$ cat config.mk
export PLATFORM = sky130hd
export DESIGN_NAME = rgb_tile_to_ycocg_420_flat
export DESIGN_NICKNAME = d
export VERILOG_FILES = /design/src/rtl/core/ycc420_pkg.sv /design/src/rtl/core/ycc420_pixel_if.sv /design/src/rtl/core/ycc420_result_if.sv /design/src/rtl/core/ycc420_front.sv /design/src/rtl/core/ycc420_queue.sv /design/src/rtl/core/ycc420_back.sv /design/src/rtl/core/rgb_tile_to_ycocg_420.sv /design/src/flat_wrapper.sv
export VERILOG_INCLUDE_DIRS = /design/src /design/src/rtl/core
export SDC_FILE = /design/constraint.sdc
export NUM_CORES = 1
export LEC_CHECK = 0
export BUFFER_PORTS_ARGS = -buffer_cell sky130_fd_sc_hd__buf_2
export CAP_MARGIN = 40
export CORE_ASPECT_RATIO = 0.6
export CORE_MARGIN = 2
export CORE_UTILIZATION = 44
export CTS_CLUSTER_DIAMETER = 40
export DETAILED_ROUTE_END_ITERATION = 16
export SLEW_MARGIN = 20
export SYNTH_ARGS = -nofsm -noshare
export SYNTH_HDL_FRONTEND = slang
export SYNTH_SLANG_ARGS = --single-unit
$ cat constraint.sdc
create_clock -name clk -period 5.4 [get_ports clk]
set_input_delay 0.81 -clock clk [delete_from_list [all_inputs] [get_ports clk]]
set_output_delay 0.81 -clock clk [all_outputs]
set_load 0.1 [all_outputs]
$ cat src/rtl/core/assert_macros.svh
// assertion macros shared by the converter's queue and back part
`ifndef ASSERT_MACROS_SVH
`define ASSERT_MACROS_SVH

`ifndef SYNTH

// property must hold at every rising clock edge outside reset
`define ASSERT_AT(lbl, clk, rst, prop, msg) \
  lbl: assert property (@(posedge clk) disable iff (rst) prop) else $error(msg);

// condition must never be true outside reset
`define ASSERT_NEVER(lbl, clk, rst, cond, msg) \
  lbl: assert property (@(posedge clk) disable iff (rst) !(cond)) else $error(msg);

`else

`define ASSERT_AT(lbl, clk, rst, prop, msg)

`define ASSERT_NEVER(lbl, clk, rst, cond, msg)

`endif

`endif

$ cat src/rtl/core/ycc420_pkg.sv
// shared widths, constants and the command word type of the tile converter
package ycc420_pkg;

  localparam int unsigned COMP_W   = 8;
  localparam int unsigned SAMPLE_W = 9;
  localparam int unsigned INDEX_W  = 10;
  localparam int unsigned POS_W    = 8;
  localparam int unsigned YIDX_W   = 8;
  localparam int unsigned CIDX_W   = 6;
  localparam int unsigned PAIR_W   = 9;
  localparam int unsigned GROUPS   = 8;
  localparam int unsigned GCOL_W   = 3;

  localparam int unsigned QUEUE_DEPTH_DEF = 4;

  localparam logic [INDEX_W-1:0]  CO_BASE       = 10'd256;
  localparam logic [INDEX_W-1:0]  CG_BASE       = 10'd320;
  localparam logic [INDEX_W-1:0]  ALPHA_BASE    = 10'd384;
  localparam logic [SAMPLE_W-1:0] SAMPLE_BIAS   = 9'd128;
  localparam logic [SAMPLE_W-1:0] CHROMA_BIAS   = 9'd256;
  localparam logic [10:0]         CHROMA_OFFSET = 11'd1026;
  localparam logic [9:0]          LUMA_ROUND    = 10'd2;

  // one classified pixel: everything the back part needs to emit its words
  typedef struct packed {
    logic [YIDX_W-1:0]   yidx;
    logic [SAMPLE_W-1:0] luma;
    logic                has_chroma;
    logic [CIDX_W-1:0]   cidx;
    logic [SAMPLE_W-1:0] co;
    logic [SAMPLE_W-1:0] cg;
    logic                has_alpha;
    logic [SAMPLE_W-1:0] alpha;
  } ycc_cmd_t;

endpackage

$ cat src/rtl/core/ycc420_pixel_if.sv
// valid/ready channel carrying one rgba pixel word
interface ycc420_pixel_if;
  import ycc420_pkg::*;

  logic              valid;
  logic              ready;
  logic [COMP_W-1:0] red;
  logic [COMP_W-1:0] green;
  logic [COMP_W-1:0] blue;
  logic [COMP_W-1:0] alpha;

  modport source (output valid, output red, output green, output blue, output alpha,
                  input ready);
  modport sink   (input valid, input red, input green, input blue, input alpha,
                  output ready);
endinterface

$ cat src/rtl/core/ycc420_result_if.sv
// valid/ready channel carrying one planar sample word
interface ycc420_result_if;
  import ycc420_pkg::*;

  logic                       valid;
  logic                       ready;
  logic [INDEX_W-1:0]         plane_index;
  logic signed [SAMPLE_W-1:0] value;
  logic                       last_of_run;

  modport source (output valid, output plane_index, output value, output last_of_run,
                  input ready);
  modport sink   (input valid, input plane_index, input value, input last_of_run,
                  output ready);
endinterface

$ cat src/rtl/core/ycc420_front.sv
// front part: accepts pixels, tracks tile position, computes luma, chroma and alpha
module ycc420_front (
  input  logic                clk,
  input  logic                rst,
  input  logic                cfg_we,
  input  logic                cfg_wdata,
  ycc420_pixel_if.sink        pixels,
  input  logic                queue_full,
  output logic                cmd_push,
  output ycc420_pkg::ycc_cmd_t cmd
);
  import ycc420_pkg::*;

  typedef struct packed {
    logic [PAIR_W-1:0] r;
    logic [PAIR_W-1:0] g;
    logic [PAIR_W-1:0] b;
  } pair_sum_t;

  logic              alpha_en;
  logic [POS_W-1:0]  pos;
  logic [COMP_W-1:0] prev_r;
  logic [COMP_W-1:0] prev_g;
  logic [COMP_W-1:0] prev_b;
  pair_sum_t         pair_mem [GROUPS];

  logic              accept;
  logic [3:0]        row;
  logic [3:0]        col;
  logic [GCOL_W-1:0] gcol;
  logic [9:0]        luma_sum;
  pair_sum_t         pair_now;
  pair_sum_t         pair_old;
  logic [9:0]        tot_r;
  logic [9:0]        tot_g;
  logic [9:0]        tot_b;
  logic [7:0]        avg_r;
  logic [7:0]        avg_g;
  logic [7:0]        avg_b;
  logic [10:0]       co_t;
  logic [10:0]       cg_t;

  // handshake: take a pixel whenever the queue has room
  assign pixels.ready = !queue_full;
  assign accept       = pixels.valid && !queue_full;
  assign cmd_push     = accept;

  // position within the tile
  assign row  = pos[7:4];
  assign col  = pos[3:0];
  assign gcol = col[3:1];

  // luma with rounding, then bias removed
  assign luma_sum = {2'b00, pixels.red} + {1'b0, pixels.green, 1'b0}
                  + {2'b00, pixels.blue} + LUMA_ROUND;

  // horizontal pair sums and the 2x2 group average
  assign pair_now.r = {1'b0, prev_r} + {1'b0, pixels.red};
  assign pair_now.g = {1'b0, prev_g} + {1'b0, pixels.green};
  assign pair_now.b = {1'b0, prev_b} + {1'b0, pixels.blue};
  assign pair_old   = pair_mem[gcol];
  assign tot_r = {1'b0, pair_now.r} + {1'b0, pair_old.r};
  assign tot_g = {1'b0, pair_now.g} + {1'b0, pair_old.g};
  assign tot_b = {1'b0, pair_now.b} + {1'b0, pair_old.b};
  assign avg_r = tot_r[9:2];
  assign avg_g = tot_g[9:2];
  assign avg_b = tot_b[9:2];

  // chroma on a biased non-negative value so the shift floors
  assign co_t = {2'b00, avg_r, 1'b0} + CHROMA_OFFSET - {2'b00, avg_b, 1'b0};
  assign cg_t = {2'b00, avg_g, 1'b0} + CHROMA_OFFSET - {3'b000, avg_r} - {3'b000, avg_b};

  // command word for the queue
  always_comb begin
    cmd.yidx       = {row[3], col[3], row[2:0], col[2:0]};
    cmd.luma       = {1'b0, luma_sum[9:2]} - SAMPLE_BIAS;
    cmd.has_chroma = col[0] && row[0];
    cmd.cidx       = {row[3:1], col[3:1]};
    cmd.co         = co_t[10:2] - CHROMA_BIAS;
    cmd.cg         = cg_t[10:2] - CHROMA_BIAS;
    cmd.has_alpha  = alpha_en;
    cmd.alpha      = {1'b0, pixels.alpha} - SAMPLE_BIAS;
  end

  // control state and configuration
  always_ff @(posedge clk) begin
    if (rst) begin
      alpha_en <= 1'b1;
      pos      <= '0;
      prev_r   <= '0;
      prev_g   <= '0;
      prev_b   <= '0;
    end else begin
      if (cfg_we) begin
        alpha_en <= cfg_wdata;
      end
      if (accept) begin
        pos    <= pos + POS_W'(1);
        prev_r <= pixels.red;
        prev_g <= pixels.green;
        prev_b <= pixels.blue;
      end
    end
  end

  // even-row pair sums, kept until the odd row of the group arrives
  always_ff @(posedge clk) begin
    if (accept && col[0] && !row[0]) begin
      pair_mem[gcol] <= pair_now;
    end
  end

endmodule

$ cat src/rtl/core/ycc420_queue.sv
// short command queue between the front and back parts
module ycc420_queue #(
  parameter int unsigned DEPTH = ycc420_pkg::QUEUE_DEPTH_DEF
) (
  input  logic                 clk,
  input  logic                 rst,
  input  logic                 push,
  input  ycc420_pkg::ycc_cmd_t push_data,
  output logic                 full,
  input  logic                 pop,
  output ycc420_pkg::ycc_cmd_t head,
  output logic                 empty
);
  import ycc420_pkg::*;
`include "assert_macros.svh"

  localparam int unsigned PTR_W = (DEPTH > 1) ? $clog2(DEPTH) : 1;
  localparam int unsigned CNT_W = $clog2(DEPTH + 1);

  ycc_cmd_t           slots [DEPTH];
  logic [PTR_W-1:0]   wr_ptr;
  logic [PTR_W-1:0]   rd_ptr;
  logic [CNT_W-1:0]   count;
  logic               do_push;
  logic               do_pop;

  assign full    = (count == CNT_W'(DEPTH));
  assign empty   = (count == '0);
  assign do_push = push && !full;
  assign do_pop  = pop && !empty;
  assign head    = slots[rd_ptr];

  // pointers and fill level
  always_ff @(posedge clk) begin
    if (rst) begin
      wr_ptr <= '0;
      rd_ptr <= '0;
      count  <= '0;
    end else begin
      if (do_push) begin
        wr_ptr <= (wr_ptr == PTR_W'(DEPTH - 1)) ? '0 : wr_ptr + PTR_W'(1);
      end
      if (do_pop) begin
        rd_ptr <= (rd_ptr == PTR_W'(DEPTH - 1)) ? '0 : rd_ptr + PTR_W'(1);
      end
      if (do_push && !do_pop) begin
        count <= count + CNT_W'(1);
      end else if (do_pop && !do_push) begin
        count <= count - CNT_W'(1);
      end
    end
  end

  // storage
  always_ff @(posedge clk) begin
    if (do_push) begin
      slots[wr_ptr] <= push_data;
    end
  end

  `ASSERT_NEVER(a_no_underflow, clk, rst, pop && empty, "queue popped while empty")
  `ASSERT_NEVER(a_count_bound, clk, rst, count > CNT_W'(DEPTH), "queue level beyond depth")

endmodule

$ cat src/rtl/core/ycc420_back.sv
// back part: expands each command into its sample words on the result channel
module ycc420_back (
  input  logic                 clk,
  input  logic                 rst,
  input  ycc420_pkg::ycc_cmd_t cmd,
  input  logic                 queue_empty,
  output logic                 cmd_pop,
  ycc420_result_if.source      results
);
  import ycc420_pkg::*;
`include "assert_macros.svh"

  typedef enum logic [3:0] {
    KIND_LUMA  = 4'b0001,
    KIND_CO    = 4'b0010,
    KIND_CG    = 4'b0100,
    KIND_ALPHA = 4'b1000
  } kind_t;

  ycc_cmd_t                   cur;
  logic                       cur_valid;
  logic [1:0]                 seq;
  logic                       out_valid;
  logic [INDEX_W-1:0]         out_index;
  logic signed [SAMPLE_W-1:0] out_value;
  logic                       out_last;

  logic                       out_free;
  logic                       advance;
  logic [1:0]                 last_seq;
  logic                       is_last;
  kind_t                      kind;
  logic [INDEX_W-1:0]         index_next;
  logic [SAMPLE_W-1:0]        value_next;

  assign out_free = !out_valid || results.ready;
  assign advance  = cur_valid && out_free;
  assign last_seq = {cur.has_chroma, 1'b0} + {1'b0, cur.has_alpha};
  assign is_last  = (seq == last_seq);
  assign cmd_pop  = !queue_empty && (!cur_valid || (advance && is_last));

  // which word of the current pixel goes out next
  always_comb begin
    case (seq)
      2'd0:    kind = KIND_LUMA;
      2'd1:    kind = cur.has_chroma ? KIND_CO : KIND_ALPHA;
      2'd2:    kind = KIND_CG;
      default: kind = KIND_ALPHA;
    endcase
  end

  // word position and value for that kind
  always_comb begin
    case (kind)
      KIND_LUMA: begin
        index_next = {2'b00, cur.yidx};
        value_next = cur.luma;
      end
      KIND_CO: begin
        index_next = CO_BASE + {4'b0000, cur.cidx};
        value_next = cur.co;
      end
      KIND_CG: begin
        index_next = CG_BASE + {4'b0000, cur.cidx};
        value_next = cur.cg;
      end
      KIND_ALPHA: begin
        index_next = ALPHA_BASE + {2'b00, cur.yidx};
        value_next = cur.alpha;
      end
      default: begin
        index_next = '0;
        value_next = '0;
      end
    endcase
  end

  // control: current command, word counter, output register valid
  always_ff @(posedge clk) begin
    if (rst) begin
      cur_valid <= 1'b0;
      seq       <= '0;
      out_valid <= 1'b0;
    end else begin
      if (advance) begin
        out_valid <= 1'b1;
        seq       <= is_last ? 2'd0 : seq + 2'd1;
      end else if (results.ready) begin
        out_valid <= 1'b0;
      end
      if (cmd_pop) begin
        cur_valid <= 1'b1;
      end else if (advance && is_last) begin
        cur_valid <= 1'b0;
      end
    end
  end

  // payload registers
  always_ff @(posedge clk) begin
    if (cmd_pop) begin
      cur <= cmd;
    end
    if (advance) begin
      out_index <= index_next;
      out_value <= value_next;
      out_last  <= is_last;
    end
  end

  assign results.valid       = out_valid;
  assign results.plane_index = out_index;
  assign results.value       = out_value;
  assign results.last_of_run = out_last;

  `ASSERT_NEVER(a_seq_bound, clk, rst, cur_valid && (seq > last_seq), "word counter past pixel")
  `ASSERT_AT(a_seq_wrap, clk, rst, advance && is_last |=> seq == 2'd0, "counter not rewound")

endmodule

$ cat src/rtl/core/rgb_tile_to_ycocg_420.sv
// top level of the rgb tile to ycocg 4:2:0 converter
//
//  channel   dir  handshake          word
//  pixels    in   valid/ready        red, green, blue, alpha (8 bit each)
//  results   out  valid/ready        plane_index (10), value (9 signed), last_of_run
//  cfg       in   cfg_we, no stall   cfg_wdata = alpha_enabled
//
// one result word per cycle leaves the back part's output register while the result
// channel is ready; a pixel has 1 to 4 words (2.5 on average with alpha on)
// a pixel is accepted every cycle while the command queue (QUEUE_DEPTH) has room
// rst is synchronous: tile position and previous pixel clear, alpha_enabled sets
// a stalled result channel backs up into the queue, then holds pixels.ready low
module rgb_tile_to_ycocg_420 #(
  parameter int unsigned QUEUE_DEPTH = ycc420_pkg::QUEUE_DEPTH_DEF
) (
  input  logic             clk,
  input  logic             rst,
  input  logic             cfg_we,
  input  logic             cfg_wdata,
  ycc420_pixel_if.sink     pixels,
  ycc420_result_if.source  results
);
  import ycc420_pkg::*;

  ycc_cmd_t cmd_in;
  ycc_cmd_t cmd_head;
  logic     cmd_push;
  logic     cmd_pop;
  logic     queue_full;
  logic     queue_empty;

  // classify pixels
  ycc420_front u_front (
    .clk        (clk),
    .rst        (rst),
    .cfg_we     (cfg_we),
    .cfg_wdata  (cfg_wdata),
    .pixels     (pixels),
    .queue_full (queue_full),
    .cmd_push   (cmd_push),
    .cmd        (cmd_in)
  );

  // decouple front and back
  ycc420_queue #(
    .DEPTH (QUEUE_DEPTH)
  ) u_queue (
    .clk       (clk),
    .rst       (rst),
    .push      (cmd_push),
    .push_data (cmd_in),
    .full      (queue_full),
    .pop       (cmd_pop),
    .head      (cmd_head),
    .empty     (queue_empty)
  );

  // emit sample words
  ycc420_back u_back (
    .clk         (clk),
    .rst         (rst),
    .cmd         (cmd_head),
    .queue_empty (queue_empty),
    .cmd_pop     (cmd_pop),
    .results     (results)
  );

endmodule
$ cat src/flat_wrapper.sv
// flat-port wrapper written by rule: the top's interface ports become plain ports
module rgb_tile_to_ycocg_420_flat import ycc420_pkg::*;
#(
  parameter int unsigned QUEUE_DEPTH = ycc420_pkg::QUEUE_DEPTH_DEF
)
  (clk, rst, cfg_we, cfg_wdata, pixels_valid, pixels_red, pixels_green, pixels_blue, pixels_alpha, pixels_ready, results_valid, results_plane_index, results_value, results_last_of_run, results_ready);
  ycc420_pixel_if pixels_i ();
  ycc420_result_if results_i ();
  input  logic clk;
  input  logic rst;
  input  logic cfg_we;
  input  logic cfg_wdata;
  input wire logic [$bits(pixels_i.valid)-1:0] pixels_valid;
  input wire logic [$bits(pixels_i.red)-1:0] pixels_red;
  input wire logic [$bits(pixels_i.green)-1:0] pixels_green;
  input wire logic [$bits(pixels_i.blue)-1:0] pixels_blue;
  input wire logic [$bits(pixels_i.alpha)-1:0] pixels_alpha;
  output wire logic [$bits(pixels_i.ready)-1:0] pixels_ready;
  output wire logic [$bits(results_i.valid)-1:0] results_valid;
  output wire logic [$bits(results_i.plane_index)-1:0] results_plane_index;
  output wire logic [$bits(results_i.value)-1:0] results_value;
  output wire logic [$bits(results_i.last_of_run)-1:0] results_last_of_run;
  input wire logic [$bits(results_i.ready)-1:0] results_ready;
  assign pixels_i.valid = pixels_valid;
  assign pixels_i.red = pixels_red;
  assign pixels_i.green = pixels_green;
  assign pixels_i.blue = pixels_blue;
  assign pixels_i.alpha = pixels_alpha;
  assign pixels_ready = pixels_i.ready;
  assign results_valid = results_i.valid;
  assign results_plane_index = results_i.plane_index;
  assign results_value = results_i.value;
  assign results_last_of_run = results_i.last_of_run;
  assign results_i.ready = results_ready;
  rgb_tile_to_ycocg_420 #(.QUEUE_DEPTH(QUEUE_DEPTH)) u_core (.clk(clk), .rst(rst), .cfg_we(cfg_we), .cfg_wdata(cfg_wdata), .pixels(pixels_i), .results(results_i));
endmodule
== Word level (Yosys, flattened, before mapping) ==
Memory sizes are Yosys's and may differ from the RTL's. A register that Yosys moved wholly into a read port is not among the register bits.
Index checks and enable logic that the tools add are counted.

* Output and inout bits: 22
* Bits in writable memories: 424
* Memories: 2
* Bits in latches: 0
* Bits in registers: 64
* Bits of input ports: 38
* Memory bits (read-only): 0

{| class="wikitable"
|+ Memory list
! name !! words !! bits a word !! rd ports !! clocked after memory_dff !! wr ports !! RTL line !! source
|-
| u_core.u_front.pair_mem || 8 || 27 || 1 || 1 || 1 || ycc420_front.sv:25 || <nowiki>pair_sum_t pair_mem [GROUPS];</nowiki>
|-
| u_core.u_queue.slots || 4 || 52 || 1 || 1 || 1 || ycc420_queue.sv:20 || <nowiki>ycc_cmd_t slots [DEPTH];</nowiki>
|}

* Bitwise operators: 0
* Equal/unequal tests: 10
* Reduce and logical (&&, ||, !) cells: 25
* Divide/modulo/power cells: 0
* Multiply operators: 0
* Shift operators: 0
* $add $sub $neg: 28
* Muxes and demuxes: 19
* Order comparisons: 0

{| class="wikitable"
|+ Operator list
! cell !! count
|-
| $pmux W10 S4 || 1
|-
| $pmux W9 S4 || 1
|-
| $add A9 B9 Y10 || 3
|-
| $add A8 B8 Y9 || 3
|-
| $add A9 B11 Y11 const B || 2
|-
| $sub A11 B8 Y11 || 2
|-
| $add A9 B6 Y10 const A || 2
|-
| $sub A8 B8 Y9 const B || 2
|-
| $sub A9 B9 Y9 const B || 2
|-
| $mux W3 || 4
|-
| $pmux W4 S3 || 1
|-
| $logic_and A1 B1 Y1 || 11
|-
| $sub A11 B9 Y11 || 1
|-
| $add A10 B2 Y10 const B || 1
|-
| $add A10 B8 Y10 || 1
|-
| $add A8 B9 Y10 || 1
|-
| $add A9 B8 Y10 const A || 1
|-
| $add A8 B1 Y8 const B || 1
|-
| $mux W1 || 8
|-
| $logic_not A1 Y1 || 7
|-
| $add A2 B1 Y2 const B || 3
|-
| $eq A2 B2 Y1 const B || 3
|-
| $mux W2 || 3
|-
| $reduce_bool A2 Y1 || 3
|-
| other kinds (14) || 15
|}

== Longest topological paths before layout ==
* Word-level depth: 10
* Gate-level depth with buffers: 25

== Modules after synthesis ==
Synthesis repeated with hierarchy kept, for this count alone.

* Cells, all modules: 1429
* Area total of the unflattened synthesis: 23834.1 um^2

{| class="wikitable"
|+ Modules (own cells, without submodules)
! module !! area an instance (um^2) !! cells an instance !! sequential area each (um^2) !! times used
|-
| ycc420_front || 12982.5 || 954 || 7206.9 || 1
|-
| ycc420_queue || 7988.9 || 322 || 6426.2 || 1
|-
| ycc420_back || 2862.7 || 153 || 2242.2 || 1
|}

== Least setup slack after synthesis ==
No wires, ideal clock.

* Path kind: flip-flop to flip-flop
* Start: reg with a tool-made name
* End: mem u_core.u_queue.slots[0][17] (netlist name), data pin
* Required time: 5.220 ns
* Clock period less this slack: 6.010 ns
* Arrival: 5.829 ns
* Cell stages (with the launch flop): 23
* Slack: -0.610 ns
* Path buffers: 4
* Cells stage by stage: dfxtp_1 > buf_2 > buf_6 > buf_2 > buf_1 > mux4_2 > mux2_2 > ha_1 > nand2_1 > a221oi_1 > nor4bb_1 > a2111oi_2 > o31a_1 > xnor2_1 > fa_1 > ha_1 > ha_1 > a21oi_1 > o21bai_1 > a21oi_1 > o21bai_1 > a21oi_1 > xor2_1

{| class="wikitable"
|+ RTL lines
! element !! RTL line
|-
| end: declaration || ycc420_queue.sv:20
|}

==> impl_metrics.tcl <==
set metrics [dict create \
    grt.busiest_layer "met1" \
    synth_compound_area_share_pct 5.677 \
    wl_um 50940 \
    via_count 12470 \
    timing.final.crit_period_ps 5253 \
    detail_route.iter0.violations 1049 \
    synthMuxAreaShare_pct 11.09 \
    dp_slack_ps -325.4 \
    clk_latency_ps 590 \
    clock-skew-final_ps 42.60 \
    hold_viol_final 0 \
    fp.dieArea_um2 52310 \
    report.final.slew_viol_count 0 \
    final_nets 1758 \
    grt_util_met3_pct 3.882 \
    row_count 63 \
    dpl-instance-area_um2 24530 \
    cts_htree_levels 2 \
    irDropWorstVdd_mv 0.8975 \
    synth_largest_area_cell "edfxtp_1" \
    crit_buf_inv 4 \
    maxCapViolations 0 \
    grt_use_total_pct 19.63 \
    synth_cell_types 66 \
    synth_flop_cell "edfxtp_1" \
    drt_first_pass_iters 6 \
    clock_path_buffers 3 \
    synthTopCellsByCount "edfxtp_1 (456), ha_1 (106), nand2_1 (95)" \
    fin_cells 2285 \
    n_fill_cell 3889 \
    design_area_um2 26950 \
    ys_seq_area_share_pct 65.94 \
    met1_usage_pct 30.57 \
    place_congestion 0.8510 \
    ys_ff_latch 503 \
    synth_area_leaders "edfxtp_1 (62%), mux4_2 (9.4%), ha_1 (6.0%)" \
    synthesis.nets 1506 \
    hold_buffers 0 \
    drive_gt1_share_pct 32.80 \
    ys_warn_count 0 \
    dp_hpwl_um 34170 \
    synthAdderAreaFrac_pct 7.780 \
    start_util_pct 44.76 \
    reg2reg_to "u_core.u_queue.slots[2][16]" \
    use_met2_pct 28.72 \
    path_clk_slew_ps 70 \
    synth_edf_count 456 \
    cts_sinks 503 \
    critPathKind "reg2reg" \
    syn-cell-area_um2 22190 \
    overflow 0 \
    drcViolationCount 0 \
    fp.dieW_um 293.9 \
    dpl.cell_count 2168 \
    die_h_um 178.0 \
    cp_cell_sequence "buf_12 -> mux4_2 -> mux2_4 -> ha_4 -> nand2_2 -> a221oi_2 -> and4bb_2 -> a2111oi_4 -> buf_4 -> xor2_2 -> ha_1 -> inv_2 -> fa_1 -> ha_2 -> fa_2 -> a21oi_2 -> nor2_2 -> nor2_1 -> o21bai_1 -> a21oi_2 -> buf_4 -> xnor2_2" \
    area_growth_syn_to_layout_pct 21.45 \
    cp_max_fo 8 \
    grt_pass1_vias 12530 \
    required_ps 5700 \
    cts_tree "done" \
    tightestPinTransition_ps 748.2 \
    cp-start-kind "flop" \
    p_leak_nw 9.773 \
    port_buffers 59 \
    syn_avg_cell_area_um2 16.54 \
    critPathSlowestCell "mux4_2" \
    vias_per_cell 5.459 \
    clock-root-buffer "clkbuf_16" \
    status "complete, no violations" \
    ios 60 \
    grt_max_degree 45 \
    antenna_found_initial 2 \
    rr_worst_depth 22 \
    coreArea_um2 49580 \
    min_to "u_core.u_front.alpha_en" \
    fin_ws_ps 146.6 \
    path_delay_family "adder cells" \
    r2r_slack_ps 150 \
    antenna_left 0 \
    slew-limit-headroom_pct 50.00 \
    synth_top_family_by_area "multiplexers" \
    synth-simple-area-share_pct 4.493 \
    tns_ps 0 \
    finalSetupViolCount 0 \
    cpPeakStageDelay_ps 530 \
    path_depth 22 \
    wl_per_cell_um 22.29 \
    hold_class "in2reg" \
    arrival_ps 5550 \
    synth_top_area_share_pct 61.70 \
    fmax_mhz 190.4 \
    p_per_area_nw_per_um2 708.6 \
    async_flop_share_pct 0 \
    syn_inst 1342 \
    grt_pass1_wl_um 76510 \
    crit_path_end_kind "flop" \
    cts_buffers 50 \
    min_delay_path_depth 2 \
    period_share_pct 97.28 \
    yosys.area_share.xor_xnor_pct 2.842 \
    utilization_pct 54.36 \
    yosysMostFrequentCell "edfxtp_1" \
    hp-start "cfg_wdata" \
]
cells by family after synthesis:
logic type	Yosys count
DFF	503
and+or+nand+nor	216
AOI/OAI and AO/OA	175
muxes	127
adders and majority gates	126
buffers and inverters	123
xor gates and xnor gates	72
layer usage:
metal | wire length (um) | part of all wire [%] | vias up
met5 | 0 | 0 | -
met4 | 723 | 1.4 | 0
met3 | 3295 | 6.5 | 65
met2 | 22140 | 43 | 323
met1 | 24790 | 49 | 6405
li1 | - | - | 5680
power by group:
| group | total, mW | switching (mW) | internal [mW] | leakage (nW) |
|---|---|---|---|---|
| Sequential | 6.44 | 0.242 | 6.19 | 4.57 |
| Combinational | 9.02 | 4.87 | 4.15 | 4.37 |
| Clock | 3.65 | 1.53 | 2.12 | 0.840 |
| Total | 19.1 | 6.64 | 12.5 | 9.77 |
through the flow:
step,hold slack [ps],power (mW)
2_1_floorplan,440.0,11.12
5_1_grt,391.9,20.29
6_report,422.9,19.10
3_3_place_gp,446.7,14.08
3_5_place_dp,451.9,14.32
4_1_cts,395.1,18.08
what timing repair did:
action                     CTS  global route
buffers inserted             4            20
pin swaps                    2            40
resized for setup            4            74
gates cloned                 0             0
setup endpoints to repair   12            32
layout make-up:
class	instances	area (um^2)	area share, %
sequential	503	14650	54.34
multi-input combinational	716	7660	28.42
timing repair buffer	248	1812	6.722
clock buffer	56	1274	4.726
tap	650	813.3	3.017
clock inverter	36	462.9	1.718
inverter	75	281.5	1.044
antenna	1	2.502	0.009284
state kept, by name, summed over array words and instances, names as in the netlist, 2 cells and up, named ones only:
register                           flops
u_core.u_front.pair_mem              216
u_core.u_queue.slots                 176
u_core.u_back.cur                     44
u_core.u_back.results.plane_index     10
u_core.u_back.results.value            9
u_core.u_front.pos                     8
u_core.u_front.prev_b                  8
u_core.u_front.prev_g                  8
u_core.u_front.prev_r                  8
u_core.u_queue.count                   3
u_core.u_back.seq                      2
u_core.u_queue.rd_ptr                  2
u_core.u_queue.wr_ptr                  2
how the worst max path moves through the flow:
stage / startpoint / endpoint
2_1_floorplan: flop / u_core.u_queue.slots[0][17]
3_3_place_gp: pixels_green[1] / u_core.u_queue.slots[2][17]
3_5_place_dp: pixels_blue[0] / u_core.u_queue.slots[1][18]
4_1_cts: flop / u_core.u_queue.slots[2][18]
5_1_grt: flop / u_core.u_queue.slots[2][18]
6_report: flop / u_core.u_queue.slots[2][16]
layout by cell type (no fill, tap or decap), types with 22 or more instances in the layout:
cell,n
inv_1,69
dfxtp_1,42
xor2_1,22
edfxtp_1,456
buf_4,179
nand2_1,93
nor2_1,36
buf_2,59
xnor2_1,34
clkbuf_16,50
mux4_2,93
ha_1,91
a21oi_1,54
No activity file was read; power rests on OpenSTA's default activity.
